File: src/design/i2cm_pkg.sv
// ----------------------------------------------------------------------------
// i2cm_pkg
// shared constants for the i2c master bit engine
// ----------------------------------------------------------------------------
package i2cm_pkg;

    localparam int BITS_PER_BYTE = 8;
    localparam int DATA_W        = 8;
    localparam int HALF_W        = 16;
    localparam int POLL_W        = 8;
    localparam int CMD_W         = 3;
    localparam int REG_IDX_W     = 1;

    localparam logic [CMD_W-1:0] CMD_START = 3'd0;
    localparam logic [CMD_W-1:0] CMD_STOP  = 3'd1;
    localparam logic [CMD_W-1:0] CMD_WRITE = 3'd2;
    localparam logic [CMD_W-1:0] CMD_READ  = 3'd3;
    localparam logic [CMD_W-1:0] CMD_ACK   = 3'd4;

    localparam logic [REG_IDX_W-1:0] REG_HALF_PERIOD = 1'b0;
    localparam logic [REG_IDX_W-1:0] REG_ACK_POLLS   = 1'b1;

    localparam logic [HALF_W-1:0] HALF_PERIOD_RESET = 16'd80;
    localparam logic [POLL_W-1:0] ACK_POLLS_RESET   = 8'd20;

    typedef struct packed {
        logic              scl_level;
        logic              sda_drive;
        logic              sda_level;
        logic              last_phase;
        logic [DATA_W-1:0] read_byte;
        logic              acked;
        logic              timed_out;
    } t_phase;

endpackage

File: src/design/i2cm_if.sv
// ----------------------------------------------------------------------------
// i2cm_if
// request, result and register write channels of the i2c master bit engine
// ----------------------------------------------------------------------------
interface i2cm_cmd_if;
    logic                           valid;
    logic                           ready;
    logic [i2cm_pkg::CMD_W-1:0]     cmd;
    logic [i2cm_pkg::DATA_W-1:0]    tx_byte;
    logic                           ack_level;
    logic [i2cm_pkg::DATA_W-1:0]    bus_read_bits;
    logic [i2cm_pkg::POLL_W-1:0]    slave_ack_delay;

    modport source (output valid, cmd, tx_byte, ack_level, bus_read_bits,
                    slave_ack_delay, input ready);
    modport sink   (input valid, cmd, tx_byte, ack_level, bus_read_bits,
                    slave_ack_delay, output ready);
endinterface

interface i2cm_res_if;
    logic                           valid;
    logic                           ready;
    logic                           scl_level;
    logic                           sda_drive;
    logic                           sda_level;
    logic                           last_phase;
    logic [i2cm_pkg::DATA_W-1:0]    read_byte;
    logic                           acked;
    logic                           timed_out;

    modport source (output valid, scl_level, sda_drive, sda_level, last_phase,
                    read_byte, acked, timed_out, input ready);
    modport sink   (input valid, scl_level, sda_drive, sda_level, last_phase,
                    read_byte, acked, timed_out, output ready);
endinterface

interface i2cm_cfg_if;
    logic                             valid;
    logic                             ready;
    logic [i2cm_pkg::REG_IDX_W-1:0]   index;
    logic [i2cm_pkg::HALF_W-1:0]      data;

    modport source (output valid, index, data, input ready);
    modport sink   (input valid, index, data, output ready);
endinterface

File: src/design/i2c_master_bit_engine.sv
// ----------------------------------------------------------------------------
// i2c_master_bit_engine
// i2c master line engine: start, stop, write byte, read byte, send ack
// ----------------------------------------------------------------------------
// i_cmd takes one request (start, stop, write, read, ack); unknown codes are
// taken and dropped. o_res gives one result per bus line phase: scl level,
// sda drive enable and sda level, with last_phase on the final one and the
// read byte, ack and timeout status there. i_cfg writes the half period
// (index 0) and the ack poll limit (index 1); it is always ready, and the user
// must write it only while the engine is idle; the engine does not enforce it.
// Each phase waits on the shared phase timer, loaded with the half period,
// and then holds o_res until taken. Requests take 2 to 20 phases: start 3,
// stop 2, ack 2, read 16, write 19 (acked) or 20 (timed out, stop issued).
// i_cmd is not ready until the last phase of a request has been taken.
// A stalled receiver freezes the sequencer with the phase held on o_res.
// Reset returns to idle with the half period at 80 and the poll limit at 20.
// ----------------------------------------------------------------------------
module i2c_master_bit_engine (
    input  logic        i_clk,
    input  logic        i_rst_n,
    i2cm_cmd_if.sink    i_cmd,
    i2cm_res_if.source  o_res,
    i2cm_cfg_if.sink    i_cfg
);

    localparam int PH_W = $clog2(2 * i2cm_pkg::BITS_PER_BYTE + 4);
    localparam logic [PH_W-1:0] PH_BITS    = PH_W'(2 * i2cm_pkg::BITS_PER_BYTE);
    localparam logic [PH_W-1:0] PH_RD_LAST = PH_W'(2 * i2cm_pkg::BITS_PER_BYTE - 1);
    localparam logic [PH_W-1:0] PH_REL_LO  = PH_W'(2 * i2cm_pkg::BITS_PER_BYTE);
    localparam logic [PH_W-1:0] PH_REL_HI  = PH_W'(2 * i2cm_pkg::BITS_PER_BYTE + 1);
    localparam logic [PH_W-1:0] PH_ACK     = PH_W'(2 * i2cm_pkg::BITS_PER_BYTE + 2);
    localparam logic [PH_W-1:0] PH_ONE     = PH_W'(1);
    localparam logic [PH_W-1:0] PH_TWO     = PH_W'(2);

    localparam logic [1:0] ST_IDLE = 2'd0;
    localparam logic [1:0] ST_WAIT = 2'd1;
    localparam logic [1:0] ST_EMIT = 2'd2;

    logic [1:0]                        r_state, n_state;
    logic [PH_W-1:0]                   r_ph, n_ph;
    logic [i2cm_pkg::HALF_W-1:0]       r_timer, n_timer;
    logic [i2cm_pkg::HALF_W-1:0]       r_half;
    logic [i2cm_pkg::POLL_W-1:0]       r_polls;
    logic [i2cm_pkg::CMD_W-1:0]        r_cmd;
    logic [i2cm_pkg::DATA_W-1:0]       r_shift, n_shift;
    logic                              r_ackl;
    logic                              r_tmo;
    i2cm_pkg::t_phase                  r_out, n_out;

    logic cmd_ok;
    logic in_acc;
    logic out_acc;
    logic bit_ph;
    logic tmo_now;

    assign i_cmd.ready = (r_state == ST_IDLE);
    assign i_cfg.ready = 1'b1;
    assign in_acc      = i_cmd.valid && i_cmd.ready;
    assign out_acc     = o_res.valid && o_res.ready;
    assign cmd_ok      = (i_cmd.cmd <= i2cm_pkg::CMD_ACK);
    assign bit_ph      = (r_ph < PH_BITS);
    assign tmo_now     = (r_polls != '0) && (i_cmd.slave_ack_delay >= r_polls);

    assign o_res.valid      = (r_state == ST_EMIT);
    assign o_res.scl_level  = r_out.scl_level;
    assign o_res.sda_drive  = r_out.sda_drive;
    assign o_res.sda_level  = r_out.sda_level;
    assign o_res.last_phase = r_out.last_phase;
    assign o_res.read_byte  = r_out.read_byte;
    assign o_res.acked      = r_out.acked;
    assign o_res.timed_out  = r_out.timed_out;

    // register writes
    always_ff @(posedge i_clk) begin
        if (!i_rst_n) begin
            r_half  <= i2cm_pkg::HALF_PERIOD_RESET;
            r_polls <= i2cm_pkg::ACK_POLLS_RESET;
        end else if (i_cfg.valid && i_cfg.ready) begin
            unique case (i_cfg.index)
                i2cm_pkg::REG_HALF_PERIOD: r_half  <= i_cfg.data;
                i2cm_pkg::REG_ACK_POLLS:   r_polls <= i_cfg.data[i2cm_pkg::POLL_W-1:0];
                default: ;
            endcase
        end
    end

    // phase decode
    always_comb begin
        n_out = '0;
        case (r_cmd)
            i2cm_pkg::CMD_START: begin
                n_out.scl_level  = (r_ph != PH_TWO);
                n_out.sda_drive  = 1'b1;
                n_out.sda_level  = (r_ph == '0);
                n_out.last_phase = (r_ph == PH_TWO);
            end
            i2cm_pkg::CMD_STOP: begin
                n_out.scl_level  = 1'b1;
                n_out.sda_drive  = 1'b1;
                n_out.sda_level  = (r_ph == PH_ONE);
                n_out.last_phase = (r_ph == PH_ONE);
            end
            i2cm_pkg::CMD_ACK: begin
                n_out.scl_level  = (r_ph == '0);
                n_out.sda_drive  = 1'b1;
                n_out.sda_level  = r_ackl;
                n_out.last_phase = (r_ph == PH_ONE);
            end
            i2cm_pkg::CMD_WRITE: begin
                if (bit_ph) begin
                    n_out.scl_level = ~r_ph[0];
                    n_out.sda_drive = 1'b1;
                    n_out.sda_level = r_shift[i2cm_pkg::DATA_W-1];
                end else if (r_ph == PH_REL_LO) begin
                    n_out.scl_level = 1'b0;
                end else if (r_ph == PH_REL_HI) begin
                    n_out.scl_level = 1'b1;
                end else if (r_ph == PH_ACK) begin
                    n_out.sda_drive  = 1'b1;
                    n_out.scl_level  = r_tmo;
                    n_out.sda_level  = r_tmo ? 1'b0 : r_shift[0];
                    n_out.last_phase = ~r_tmo;
                    n_out.acked      = ~r_tmo;
                end else begin
                    n_out.scl_level  = 1'b1;
                    n_out.sda_drive  = 1'b1;
                    n_out.sda_level  = 1'b1;
                    n_out.last_phase = 1'b1;
                    n_out.timed_out  = 1'b1;
                end
            end
            default: begin
                n_out.scl_level  = ~r_ph[0];
                n_out.last_phase = (r_ph == PH_RD_LAST);
                n_out.read_byte  = (r_ph == PH_RD_LAST) ? r_shift : '0;
            end
        endcase
    end

    // sequencer
    always_comb begin
        n_state = r_state;
        n_ph    = r_ph;
        n_timer = r_timer;
        n_shift = r_shift;
        unique case (r_state)
            ST_IDLE: begin
                if (in_acc && cmd_ok) begin
                    n_state = ST_WAIT;
                    n_ph    = '0;
                    n_timer = r_half;
                    n_shift = (i_cmd.cmd == i2cm_pkg::CMD_READ) ? i_cmd.bus_read_bits
                                                                : i_cmd.tx_byte;
                end
            end
            ST_WAIT: begin
                if (r_timer == '0) begin
                    n_state = ST_EMIT;
                end else begin
                    n_timer = r_timer - 1'b1;
                end
            end
            ST_EMIT: begin
                if (out_acc) begin
                    if ((r_cmd == i2cm_pkg::CMD_WRITE && bit_ph && r_ph[0]) ||
                        (r_cmd == i2cm_pkg::CMD_READ && !r_ph[0])) begin
                        n_shift = {r_shift[i2cm_pkg::DATA_W-2:0],
                                   r_shift[i2cm_pkg::DATA_W-1]};
                    end
                    if (r_out.last_phase) begin
                        n_state = ST_IDLE;
                    end else begin
                        n_state = ST_WAIT;
                        n_ph    = r_ph + 1'b1;
                        n_timer = r_half;
                    end
                end
            end
            default: n_state = ST_IDLE;
        endcase
    end

    always_ff @(posedge i_clk) begin
        if (!i_rst_n) begin
            r_state <= ST_IDLE;
            r_ph    <= '0;
            r_timer <= '0;
        end else begin
            r_state <= n_state;
            r_ph    <= n_ph;
            r_timer <= n_timer;
        end
    end

    always_ff @(posedge i_clk) begin
        r_shift <= n_shift;
        if (in_acc) begin
            r_cmd  <= i_cmd.cmd;
            r_ackl <= i_cmd.ack_level;
            r_tmo  <= tmo_now;
        end
        if (r_state == ST_WAIT && r_timer == '0) begin
            r_out <= n_out;
        end
    end

    a_no_overlap: assert property (@(posedge i_clk) disable iff (!i_rst_n)
        i_cmd.ready |-> !o_res.valid)
        else $error("request taken while a phase is pending");

    a_idle_after_last: assert property (@(posedge i_clk) disable iff (!i_rst_n)
        (o_res.valid && o_res.ready && o_res.last_phase) |=> i_cmd.ready)
        else $error("engine not idle after last phase");

    a_status_excl: assert property (@(posedge i_clk) disable iff (!i_rst_n)
        o_res.valid |-> !(o_res.acked && o_res.timed_out))
        else $error("ack and timeout both set");

    a_released_low: assert property (@(posedge i_clk) disable iff (!i_rst_n)
        (o_res.valid && !o_res.sda_drive) |-> !o_res.sda_level)
        else $error("sda level set while released");

    a_status_last: assert property (@(posedge i_clk) disable iff (!i_rst_n)
        (o_res.valid && (o_res.acked || o_res.timed_out || o_res.read_byte != '0))
            |-> o_res.last_phase)
        else $error("status outside last phase");

endmodule

File: src/flat_wrapper.sv
// flat-port wrapper written by rule: the top's interface ports become plain ports
module i2c_master_bit_engine_flat 
  (i_clk, i_rst_n, i_cmd_valid, i_cmd_cmd, i_cmd_tx_byte, i_cmd_ack_level, i_cmd_bus_read_bits, i_cmd_slave_ack_delay, i_cmd_ready, o_res_valid, o_res_scl_level, o_res_sda_drive, o_res_sda_level, o_res_last_phase, o_res_read_byte, o_res_acked, o_res_timed_out, o_res_ready, i_cfg_valid, i_cfg_index, i_cfg_data, i_cfg_ready);
  i2cm_cmd_if i_cmd_i ();
  i2cm_res_if o_res_i ();
  i2cm_cfg_if i_cfg_i ();
  input  logic i_clk;
  input  logic i_rst_n;
  input wire logic [$bits(i_cmd_i.valid)-1:0] i_cmd_valid;
  input wire logic [$bits(i_cmd_i.cmd)-1:0] i_cmd_cmd;
  input wire logic [$bits(i_cmd_i.tx_byte)-1:0] i_cmd_tx_byte;
  input wire logic [$bits(i_cmd_i.ack_level)-1:0] i_cmd_ack_level;
  input wire logic [$bits(i_cmd_i.bus_read_bits)-1:0] i_cmd_bus_read_bits;
  input wire logic [$bits(i_cmd_i.slave_ack_delay)-1:0] i_cmd_slave_ack_delay;
  output wire logic [$bits(i_cmd_i.ready)-1:0] i_cmd_ready;
  output wire logic [$bits(o_res_i.valid)-1:0] o_res_valid;
  output wire logic [$bits(o_res_i.scl_level)-1:0] o_res_scl_level;
  output wire logic [$bits(o_res_i.sda_drive)-1:0] o_res_sda_drive;
  output wire logic [$bits(o_res_i.sda_level)-1:0] o_res_sda_level;
  output wire logic [$bits(o_res_i.last_phase)-1:0] o_res_last_phase;
  output wire logic [$bits(o_res_i.read_byte)-1:0] o_res_read_byte;
  output wire logic [$bits(o_res_i.acked)-1:0] o_res_acked;
  output wire logic [$bits(o_res_i.timed_out)-1:0] o_res_timed_out;
  input wire logic [$bits(o_res_i.ready)-1:0] o_res_ready;
  input wire logic [$bits(i_cfg_i.valid)-1:0] i_cfg_valid;
  input wire logic [$bits(i_cfg_i.index)-1:0] i_cfg_index;
  input wire logic [$bits(i_cfg_i.data)-1:0] i_cfg_data;
  output wire logic [$bits(i_cfg_i.ready)-1:0] i_cfg_ready;
  assign i_cmd_i.valid = i_cmd_valid;
  assign i_cmd_i.cmd = i_cmd_cmd;
  assign i_cmd_i.tx_byte = i_cmd_tx_byte;
  assign i_cmd_i.ack_level = i_cmd_ack_level;
  assign i_cmd_i.bus_read_bits = i_cmd_bus_read_bits;
  assign i_cmd_i.slave_ack_delay = i_cmd_slave_ack_delay;
  assign i_cmd_ready = i_cmd_i.ready;
  assign o_res_valid = o_res_i.valid;
  assign o_res_scl_level = o_res_i.scl_level;
  assign o_res_sda_drive = o_res_i.sda_drive;
  assign o_res_sda_level = o_res_i.sda_level;
  assign o_res_last_phase = o_res_i.last_phase;
  assign o_res_read_byte = o_res_i.read_byte;
  assign o_res_acked = o_res_i.acked;
  assign o_res_timed_out = o_res_i.timed_out;
  assign o_res_i.ready = o_res_ready;
  assign i_cfg_i.valid = i_cfg_valid;
  assign i_cfg_i.index = i_cfg_index;
  assign i_cfg_i.data = i_cfg_data;
  assign i_cfg_ready = i_cfg_i.ready;
  i2c_master_bit_engine u_core (.i_clk(i_clk), .i_rst_n(i_rst_n), .i_cmd(i_cmd_i), .o_res(o_res_i), .i_cfg(i_cfg_i));
endmodule
File: config.mk
export PLATFORM = sky130hd
export DESIGN_NAME = i2c_master_bit_engine_flat
export DESIGN_NICKNAME = d
export VERILOG_FILES = /design/src/design/i2cm_pkg.sv /design/src/design/i2cm_if.sv /design/src/design/i2c_master_bit_engine.sv /design/src/flat_wrapper.sv
export SDC_FILE = /design/constraint.sdc
export NUM_CORES = 1
export LEC_CHECK = 0
export BUFFER_PORTS_ARGS = -buffer_cell sky130_fd_sc_hd__buf_4
export CAP_MARGIN = 25
export CORE_ASPECT_RATIO = 0.5
export CORE_MARGIN = 3
export CORE_UTILIZATION = 60
export DETAILED_ROUTE_END_ITERATION = 7
export GPL_TIMING_DRIVEN = 0
export PLACE_DENSITY = 0.91
export SLEW_MARGIN = 0
export SYNTH_ARGS = -nofsm -noshare
export SYNTH_HDL_FRONTEND = slang
export SYNTH_SLANG_ARGS = --single-unit
File: constraint.sdc
create_clock -name i_clk -period 4.3 [get_ports i_clk]
set_input_delay 0.86 -clock i_clk [delete_from_list [all_inputs] [get_ports i_clk]]
set_output_delay 0.86 -clock i_clk [all_outputs]
set_load 0.03 [all_outputs]
==> impl_metrics.toml, run 1 <==
[critical_path]
critPathLaunchType = "flip-flop"
crit_buf_inv = 3
required_ns = 3.44
crit_family = "buffers and inverters"
max_stage_delay_ns = 0.40
crit_path_cell_trace = "nand2b_1 > clkinv_1 > clkbuf_1 > buf_4"
crit_type = "reg -> out"
crit_path_max_fanout = 10
slowest_stage = "dfxtp_1"
crit_arrival_ns = 1.84
end_kind = "output port"

[logic_synthesis]
synth_edf_count = 27
ys_warn_count = 0
syn_area_mm2 = 0.00388
avgSynthCellArea_um2 = 8.75
synth.distinct_cells = 60
synthArstFlopShare_pct = 0
synth_flop_cell = "dfxtp_1"
ys_seq_area_share_pct = 45.2
synth_top_area_share_pct = 24.3
syn_nets = 508
yosys-top-cells-area = "dfxtp_1 (24%), edfxtp_1 (21%), nand2_1 (7.6%)"
netlist_instances = 443
ys_seq_elements = 74
synth_top_area_cell = "dfxtp_1"

[drt]
antenna_left = 0
first_pass_iters = 8
wl_per_cell_um = 16.7
viasPerCell = 6.16
vias = 3737
drt_iter0_markers = 522
drc_errors = 0
wl_um = 10100

[timing]
finClkSkew_ns = 0.00932
setup_tns_ns = 0
rsz0062_at_grt = "no"
whs_ns = 0.463
max_freq_ghz = 0.370
setup_viol = 0
finalCritPeriodShare_pct = 62.9
period_minus_slack_ns = 2.70
max_slew_margin_pct = 32.1
hold_violations = 0
setup_ws_ns = 1.60
max_slew.worst_pin.slew_ns = 1.02
slew_violations = 0

[clock_network]
clockBufferDepth = 2
cts_hold_buf = 0
htreeDepth = 3
cts.repair.resized = 0
clockRootBuffer = "clkbuf_16"
clkTransAtPathRegs_ns = 0.06
cts.sinks = 74
clock_latency_ns = 0.34
cts_setup_buffers = 0
cts_made_buffers = 9
cts_tree = "done"

[pwr]
pwr-share-seq_pct = 33.4
powerDensity_mw_per_mm2 = 619
power.internal_w = 0.00180
clkPwrFrac_pct = 26.9
leakage_nw = 1.93
p_comb_share_pct = 39.7
power_w = 0.00296
vdd_ir_drop_max_mv = 0.447
p_sw_w = 0.00115
p_sw_share_pct = 39.0

[finish]
drive_gt1_share_pct = 18.2
num-nets-final = 583
antenna-diode-count = 0
syn2layout_area_growth_pct = 23.3

[place]
place_hpwl_um = 6910
place.gp.congestion = 0.923
dp_slack_ns = 1.39
port_buffers = 64

[grt]
overflow = 0
antenna_found_initial = 0
grt_pass1_wl_um = 16600
grt_max_degree = 24
grt_pass1_vias = 3503
track_usage_pct = 27.5

[run]
maxCapViolations = 0

[die]
die_h_um = 62.8
start_util_pct = 66.3
die_area_mm2 = 0.00752
die_w_um = 120
ioPinCount = 67
design.core.area_mm2 = 0.00585
num_rows = 19

[status]
status = "completed"

[hold_path]
min_path_type = "reg -> reg"
[cells in the mapped netlist (all sizes together) (11+ instances only)]
library cell / instances
inv: 17
o31ai: 15
and3: 11
a21oi: 46
dfxtp: 47
nor3: 13
mux2i: 11
o21ai: 18
clkbuf: 19
ha: 15
nand3: 11
nand2: 78
nor2: 32
edfxtp: 27
[worst paths after layout]
| kind | start | to | slack (ns) | cells past startpoint |
|---|---|---|---|---|
| max | u_core.r_state[0] | o_res_valid | 1.60 | 4 |
| min | u_core.r_half[2] | u_core.r_half[2] | 0.46 | 2 |
| max reg2reg | u_core.r_state[1] | u_core.r_shift[4] | 1.87 | 3 |
| min reg2reg | u_core.r_half[2] | u_core.r_half[2] | 0.46 | 2 |
[logic make-up (layout without fill, tap and decap cells)]
family | after synthesis | count (layout) | synth area share (%)
flops | 74 | 74 | 45.2
xor+xnor | 2 | 2 | 0.452
mux | 12 | 12 | 3.13
fa+ha+maj | 16 | 16 | 5.10
simple gates | 174 | 174 | 21.6
other cells | 1 | 1 | 0.0967
compound gates | 117 | 117 | 19.2
buf+inv | 47 | 127 | 5.20
[worst register-to-register path, delay by kind of cell (launching register included)]
kind / cells / cell delay (ns)
compound gates: 1 / 0.67
flops: 1 / 0.35
simple gates: 2 / 1.04
[through the flow]
| stage | cells | util [%] | area, um2 |
|---|---|---|---|
| 2_1_floorplan | 443 | - | 3880 |
| 3_3_place_gp | 591 | 76.3 | 4460 |
| 6_report | 607 | 81.7 | 4780 |
| 5_1_grt | 607 | 81.7 | 4780 |
| 4_1_cts | 607 | 81.7 | 4780 |
| 3_5_place_dp | 591 | 76.3 | 4460 |
[power groups by stage]
stage / registers [W] / clock network [W] / logic [W]
after floorplan: 0.00105 / 0 / 0.000750
after global placement: 0.000987 / 0 / 0.00110
after detailed placement: 0.000993 / 0 / 0.00112
after CTS: 0.000982 / 0.000798 / 0.00114
after global routing: 0.000998 / 0.000832 / 0.00126
final: 0.000988 / 0.000795 / 0.00117
[registers in the layout (all words and copies together) (netlist names)]
| name | count |
|---|---|
| u_core.o_res.acked | 1 |
| u_core.o_res.last_phase | 1 |
| u_core.o_res.read_byte | 8 |
| u_core.o_res.scl_level | 1 |
| u_core.o_res.sda_drive | 1 |
| u_core.o_res.sda_level | 1 |
| u_core.o_res.timed_out | 1 |
| u_core.r_ackl | 1 |
| u_core.r_cmd | 3 |
| u_core.r_half | 16 |
| u_core.r_ph | 5 |
| u_core.r_polls | 8 |
| u_core.r_shift | 8 |
| u_core.r_state | 2 |
| u_core.r_timer | 16 |
| u_core.r_tmo | 1 |
[metal layers]
layer	up-vias	GRT usage [%]	share of wire, %
li1	1740	-	-
met1	1747	34.2	40
met2	216	47.5	49
met3	34	6.87	9.0
met4	0	8.70	2.0
met5	-	0	0
[layout by cell type (no fill, tap or decap), drive strengths merged, types with 2 or more instances in the layout]
master and instances:
nor2 32, o311ai 8, inv 18, nor4b 2, o221ai 2, a41oi 2, nor4 6, o21a 3
clkinvlp 3, nand3 11, clkinv 2, clkbuf 28, nand2 78, or3 2, dfxtp 47, ha 15
nor3b 3, a21o 2, a21oi 46, o31ai 15, nor2b 5, o211ai 3, edfxtp 27, a22oi 4
buf 74, a211oi 3, nor3 13, or4 2, and3 11, nand2b 5, a31oi 3, bufinv 2
o21ai 18, mux2i 11, xnor2 2
[layout make-up]
cell class	count	area (um2)
repair buffers	64	480
flip-flops and latches	74	1750
inverters	18	70.1
plain buffers	29	131
well taps	84	105
clock buffers	9	225
clock inverters	7	92.6
multi-input cells	322	1920
fillers	384	1070
Note: power is estimated with default switching activity, not from simulation.
==> run 2, diff against run 1 <==
--- a/config.mk
+++ b/config.mk
@@ -5,14 +5,15 @@
 export SDC_FILE = /design/constraint.sdc
 export NUM_CORES = 1
 export LEC_CHECK = 0
+export ABC_AREA = 1
 export BUFFER_PORTS_ARGS = -buffer_cell sky130_fd_sc_hd__buf_4
 export CAP_MARGIN = 25
 export CORE_ASPECT_RATIO = 0.5
 export CORE_MARGIN = 3
-export CORE_UTILIZATION = 60
+export CORE_UTILIZATION = 56
 export DETAILED_ROUTE_END_ITERATION = 7
 export GPL_TIMING_DRIVEN = 0
-export PLACE_DENSITY = 0.91
+export PLACE_DENSITY = 0.85
 export SLEW_MARGIN = 0
 export SYNTH_ARGS = -nofsm -noshare
 export SYNTH_HDL_FRONTEND = slang
==> constraint.sdc (replaced) <==
create_clock -name i_clk -period 2.8 [get_ports i_clk]
set_input_delay 0.56 -clock i_clk [delete_from_list [all_inputs] [get_ports i_clk]]
set_output_delay 0.56 -clock i_clk [all_outputs]
set_load 0.03 [all_outputs]
==> impl_metrics.toml, run 2 <==
[status]
status = "completed"

[drt]
wl_um = 9950
drt_iter0_markers = 367
antenna_left = 0
drc_errors = 0
first_pass_iters = 6
vias = 3836
viasPerCell = 5.37
wl_per_cell_um = 13.9

[timing]
max_slew.worst_pin.slew_ns = 0.972
period_minus_slack_ns = 2.13
finClkSkew_ns = 0.00607
setup_viol = 0
max_slew_margin_pct = 34.9
slew_violations = 0
finalCritPeriodShare_pct = 76.2
rsz0062_at_grt = "no"
max_freq_ghz = 0.469
setup_ws_ns = 0.668
hold_violations = 0
setup_tns_ns = 0

[logic_synthesis]
netlist_instances = 540
synth-simple-area-share_pct = 30.5
synth_edf_count = 27
synth_top_family_by_area = "simple AND/OR/NAND/NOR gates"
ys_seq_area_share_pct = 43.9
synth.area.mux_share_pct = 0
synthTopCellsByCount = "nand2_1 (107), nor2_1 (98), inv_1 (63)"
synth_top_area_share_pct = 23.6
synth-compound-area-share_pct = 11.8
synth_xor_area_share_pct = 0.439
syn_nets = 605
synth_flop_cell = "dfxtp_1"
avgSynthCellArea_um2 = 7.39
synth_top_area_cell = "dfxtp_1"
synth.most_common_cell = "nand2_1"
synthArstFlopShare_pct = 0
ys_warn_count = 0
syn_area_mm2 = 0.00399
yosys-top-cells-area = "dfxtp_1 (24%), edfxtp_1 (20%), nand2_1 (10%)"
synth.distinct_cells = 36
ys_seq_elements = 74
synthAdderAreaFrac_pct = 4.70

[clock_network]
htreeDepth = 3
cts_tree = "done"
clockRootBuffer = "clkbuf_16"
clock_latency_ns = 0.33
cts_hold_buf = 0
cts_made_buffers = 9
cts_setup_buffers = 0
cts.sinks = 74
clkTransAtPathRegs_ns = 0.06
clockBufferDepth = 2
cts.repair.resized = 0

[place]
dpl-instance-area_mm2 = 0.00461
dp_slack_ns = 0.570
port_buffers = 65
place_hpwl_um = 7110
place.gp.congestion = 0.911

[critical_path]
critPathLaunchType = "flip-flop"
crit_arrival_ns = 2.09
end_kind = "flip-flop"
slowest_stage = "a31oi_1"
crit_path_max_fanout = 10
required_ns = 2.76
max_stage_delay_ns = 0.80
crit_path_cell_trace = "inv_1 > clkbuf_1 > nand3_1 > a31oi_1"
crit_path_start = "u_core.r_ph[4]"
crit_type = "reg -> reg"
r2r-start = "u_core.r_ph[4]"

[die]
ioPinCount = 67
start_util_pct = 58.7
num_rows = 21
die_w_um = 125
design.core.area_mm2 = 0.00681
die_h_um = 65.7
die_area_mm2 = 0.00824

[grt]
grt_pass1_wl_um = 15900
grt_max_degree = 15
antenna_found_initial = 0
track_usage_pct = 24.4
grt_pass1_vias = 3533
overflow = 0

[finish]
final_area_mm2 = 0.00492
reg_top3 = "u_core.r_half x16, u_core.r_timer x16"
drive_gt1_share_pct = 18.3
num-nets-final = 682
fill_cells = 523
final_cell_mix = "nand2_1 (107), nor2_1 (98), buf_4 (66), inv_1 (63), dfxtp_1 (47)"
syn2layout_area_growth_pct = 23.3
antenna-diode-count = 0
layout_commonest_cell = "nand2_1"

[hold_path]
min_path_type = "in -> reg"
min_from = "i_cmd_ack_level"

[pwr]
vdd_ir_drop_max_mv = 0.459
leakage_nw = 2.24
powerDensity_mw_per_mm2 = 956

[run]
maxCapViolations = 0
## run 2: stage by stage
| stage | hold slack (ns) | power [W] | std cells | util, % |
|---|---|---|---|---|
| 2_1_floorplan | 0.424 | 0.00296 | 540 | - |
| 5_1_grt | 0.395 | 0.00501 | 714 | 72.3 |
| 6_report | 0.402 | 0.00470 | 714 | 72.3 |
| 3_3_place_gp | 0.447 | 0.00339 | 697 | 67.5 |
| 3_5_place_dp | 0.453 | 0.00345 | 698 | 67.8 |
| 4_1_cts | 0.392 | 0.00467 | 714 | 72.3 |
## run 2: final timing paths
check	cells past startpoint	slack, ns	endpoint
worst max register to register	4	0.67	u_core.r_shift[1]
worst min register to register	2	0.45	u_core.r_half[2]
worst max-delay path	4	0.67	u_core.r_shift[1]
worst min-delay path	1	0.40	u_core.r_ackl
## run 2: cells by family after synthesis
family | after synthesis
other | 1
AO/OA/AOI/OAI | 86
flip-flops | 74
XOR/XNOR | 2
buffers and inverters | 82
adder cells (fa/ha/maj) | 15
AND/OR/NAND/NOR | 280
## run 2: per-layer routing
| metal | vias to the layer above | GRT usage, % | part of all wire [%] |
|---|---|---|---|
| li1 | 1907 | - | - |
| met1 | 1732 | 28.5 | 43 |
| met2 | 167 | 42.7 | 47 |
| met3 | 30 | 7.14 | 7.3 |
| met4 | 0 | 9.86 | 2.9 |
| met5 | - | 0 | 0 |
## run 2: final cells by class
| type | count | area [um2] | share of cell area (%) |
|---|---|---|---|
| clock buffers | 9 | 225 | 4.58 |
| plain buffers | 15 | 86.3 | 1.75 |
| clock inverters | 7 | 83.8 | 1.70 |
| repair buffers | 66 | 499 | 10.1 |
| flip-flops and latches | 74 | 1750 | 35.6 |
| multi-input cells | 384 | 1900 | 38.7 |
| inverters | 67 | 256 | 5.21 |
| well taps | 92 | 115 | 2.34 |
## run 2: where the power goes
part	switching (W)	internal, W	total [W]
sequential	0.000203	0.00135	0.00155
clock	0.000427	0.000768	0.00120
combinational	0.00126	0.000699	0.00196
total	0.00189	0.00281	0.00470
## run 2: worst max-delay path, delay by kind of cell (launching register included)
family	cells	cell delay, ns
buffers and inverters	2	0.45
AND/OR/NAND/NOR	1	0.13
AO/OA/AOI/OAI	1	0.80
flip-flops	1	0.36
==> run 3, diff against run 2 <==
--- a/config.mk
+++ b/config.mk
@@ -5,7 +5,7 @@
 export SDC_FILE = /design/constraint.sdc
 export NUM_CORES = 1
 export LEC_CHECK = 0
-export ABC_AREA = 1
+export ABC_AREA = 0
 export BUFFER_PORTS_ARGS = -buffer_cell sky130_fd_sc_hd__buf_4
 export CAP_MARGIN = 25
 export CORE_ASPECT_RATIO = 0.5
@@ -13,7 +13,7 @@
 export CORE_UTILIZATION = 56
 export DETAILED_ROUTE_END_ITERATION = 7
 export GPL_TIMING_DRIVEN = 0
-export PLACE_DENSITY = 0.85
+export PLACE_DENSITY = 0.86
 export SLEW_MARGIN = 0
 export SYNTH_ARGS = -nofsm -noshare
 export SYNTH_HDL_FRONTEND = slang
==> constraint.sdc (replaced) <==
create_clock -name i_clk -period 2.05 [get_ports i_clk]
set_input_delay 0.41 -clock i_clk [delete_from_list [all_inputs] [get_ports i_clk]]
set_output_delay 0.41 -clock i_clk [all_outputs]
set_load 0.03 [all_outputs]
==> impl_metrics.toml, run 3 (synthesis gave the netlist of run 1 again) <==
[status]
status = "completed"

[critical_path]
r2r-start = "u_core.r_timer[1]"
ff2ff_setup_slack_ns = 0.06
required_ns = 2.25
crit_path_cell_trace = "inv_1 > ha_1 > nor4b_4 > nand2_1 > or3_4 > buf_6 > nand2_1 > buf_2 > o31ai_1"
crit_path_max_fanout = 10
slowest_stage = "or3_4"
crit_type = "reg -> reg"
timing.rr.end = "u_core.r_timer[13]"
crit_arrival_ns = 2.19
crit_top_cell = "nand2_1"
critPathLaunchType = "flip-flop"
max_stage_delay_ns = 0.38
rr_worst_depth = 9
end_kind = "flip-flop"

[pwr]
p_sw_share_pct = 39.6
vdd_ir_drop_max_mv = 0.680
leakage_nw = 1.99
clkPwrFrac_pct = 24.4
p_comb_share_pct = 43.0
power_w = 0.00643
powerDensity_mw_per_mm2 = 1310
power.internal_w = 0.00388
p_sw_w = 0.00254
pwr-share-seq_pct = 32.6

[timing]
finalCritPeriodShare_pct = 97.2
setup_ws_ns = 0.0582
max_freq_ghz = 0.502
max_slew_margin_pct = 55.4
finClkSkew_ns = 0.00728
max_slew.worst_pin.slew_ns = 0.669
period_minus_slack_ns = 1.99
setup_viol = 0
rsz0062_at_grt = "yes"
slew_violations = 0
hold_violations = 0

[clock_network]
clockRootBuffer = "clkbuf_16"
cts.sinks = 74
clock_latency_ns = 0.34
clockBufferDepth = 2
cts_made_buffers = 9
cts_tree = "done"
cts_hold_buf = 0
clkTransAtPathRegs_ns = 0.06
htreeDepth = 3

[finish]
drive_gt1_share_pct = 21.6
antenna-diode-count = 0
final_cell_mix = "nand2_1 (78), buf_4 (65), a21oi_1 (45), dfxtp_1 (43), nor2_1 (30)"
layout_commonest_cell = "nand2_1"
syn2layout_area_growth_pct = 26.3
reg_top3 = "u_core.r_half x16, u_core.r_timer x16"
post-route-util_pct = 76.7
num-nets-final = 583

[die]
die_w_um = 124
num_rows = 20
die_h_um = 64.8
ioPinCount = 67
die_area_mm2 = 0.00802
start_util_pct = 60.7
design.core.area_mm2 = 0.00638

[drt]
wl_per_cell_um = 17.3
viasPerCell = 6.08
drc_errors = 0
antenna_left = 0
wl_um = 10600
first_pass_iters = 5
drt_iter0_markers = 380
vias = 3713

[grt]
grt_pass1_wl_um = 16800
use_met2_pct = 45.2
grt_pass1_vias = 3533
gr-usage-met3_pct = 8.81
overflow = 0
antenna_found_initial = 0
busiest_layer = "met2"
grt_use_met1_pct = 33.4
track_usage_pct = 27.3
grt_max_degree = 20

[place]
place.gp.congestion = 0.924
port_buffers = 64
dp_slack_ns = -0.528
place_hpwl_um = 7030

[run]
maxCapViolations = 0

[hold_path]
min_from = "i_cmd_ack_level"
min_path_type = "in -> reg"
min_to = "u_core.r_ackl"
holdPathStages = 1
## run 3: cell count changes in the layout (fill, tap and decap cells not counted), moves of 7 or more
cell | previous run | this run
and3_1 | 0 | 11
nand4_1 | 8 | 0
a21oi_1 | 25 | 45
o21ai_0 | 40 | 16
o311ai_1 | 0 | 7
mux2i_1 | 0 | 11
o31ai_1 | 0 | 15
nand3_1 | 31 | 10
inv_1 | 63 | 15
nand2_1 | 107 | 78
nor2_1 | 98 | 30
## run 3: what timing repair did
action,4_1_cts,5_1_grt
endpoints found under the hold margin,0,0
buffers inserted,0,0
endpoints found under the setup margin,36,27
pin swaps,0,4
resized for setup,12,21
cloned,1,0
## run 3: how the worst max path moves through the flow
stage                            from                   endpoint  slack (ns)  cells after the start
floorplan                 i_cmd_valid          u_core.r_shift[0]        0.07                      3
global placement          i_cmd_valid          u_core.r_shift[5]       -0.45                      4
detailed placement        i_cmd_valid          u_core.r_shift[6]       -0.53                      4
CTS                 u_core.r_timer[0]  u_core.o_res.read_byte[2]       0.009                      8
global route        u_core.r_state[1]          u_core.r_timer[3]       -0.04                      6
finish              u_core.r_timer[1]         u_core.r_timer[13]        0.06                      9
## run 3: area by class of cell
class / count / area [um2]
plain buffers: 28 / 148
clock buffers: 11 / 243
clock inverters: 5 / 53.8
fillers: 477 / 1490
inverters: 18 / 77.6
multi-input cells: 322 / 2000
flip-flops and latches: 74 / 1760
well taps: 88 / 110
repair buffers: 65 / 508
## run 3: stage by stage
| step | cell area, um2 | TNS, ns | cells | hold slack (ns) |
|---|---|---|---|---|
| after global placement | 4470 | -6.16 | 595 | 0.449 |
| final | 4900 | 0 | 611 | 0.258 |
| after global routing | 4900 | -0.100 | 611 | 0.250 |
| after CTS | 4840 | 0 | 611 | 0.255 |
| after floorplan | 3880 | 0 | 443 | 0.436 |
| after detailed placement | 4470 | -8.04 | 595 | 0.454 |
## run 3: power groups by stage
stage / Sequential (W) / Clock (W) / Combinational (W)
floorplan: 0.00220 / 0 / 0.00157
global placement: 0.00207 / 0 / 0.00236
detailed placement: 0.00208 / 0 / 0.00237
CTS: 0.00207 / 0.00157 / 0.00259
global route: 0.00213 / 0.00164 / 0.00298
finish: 0.00210 / 0.00157 / 0.00276
## run 3: layer usage
layer / up-vias / part of all wire, %
met3: 20 / 8.5
met2: 179 / 48
li1: 1751 / -
met1: 1763 / 42
met4: 0 / 1.6
met5: - / 0
## run 3: worst max-delay path: cells and delay by family (launching register included)
| family | cells | cell delay, ns |
|---|---|---|
| DFF | 1 | 0.34 |
| AOI/OAI and AO/OA | 1 | 0.13 |
| and+or+nand+nor | 4 | 0.74 |
| adders and majority gates | 1 | 0.15 |
| buffers and inverters | 3 | 0.49 |
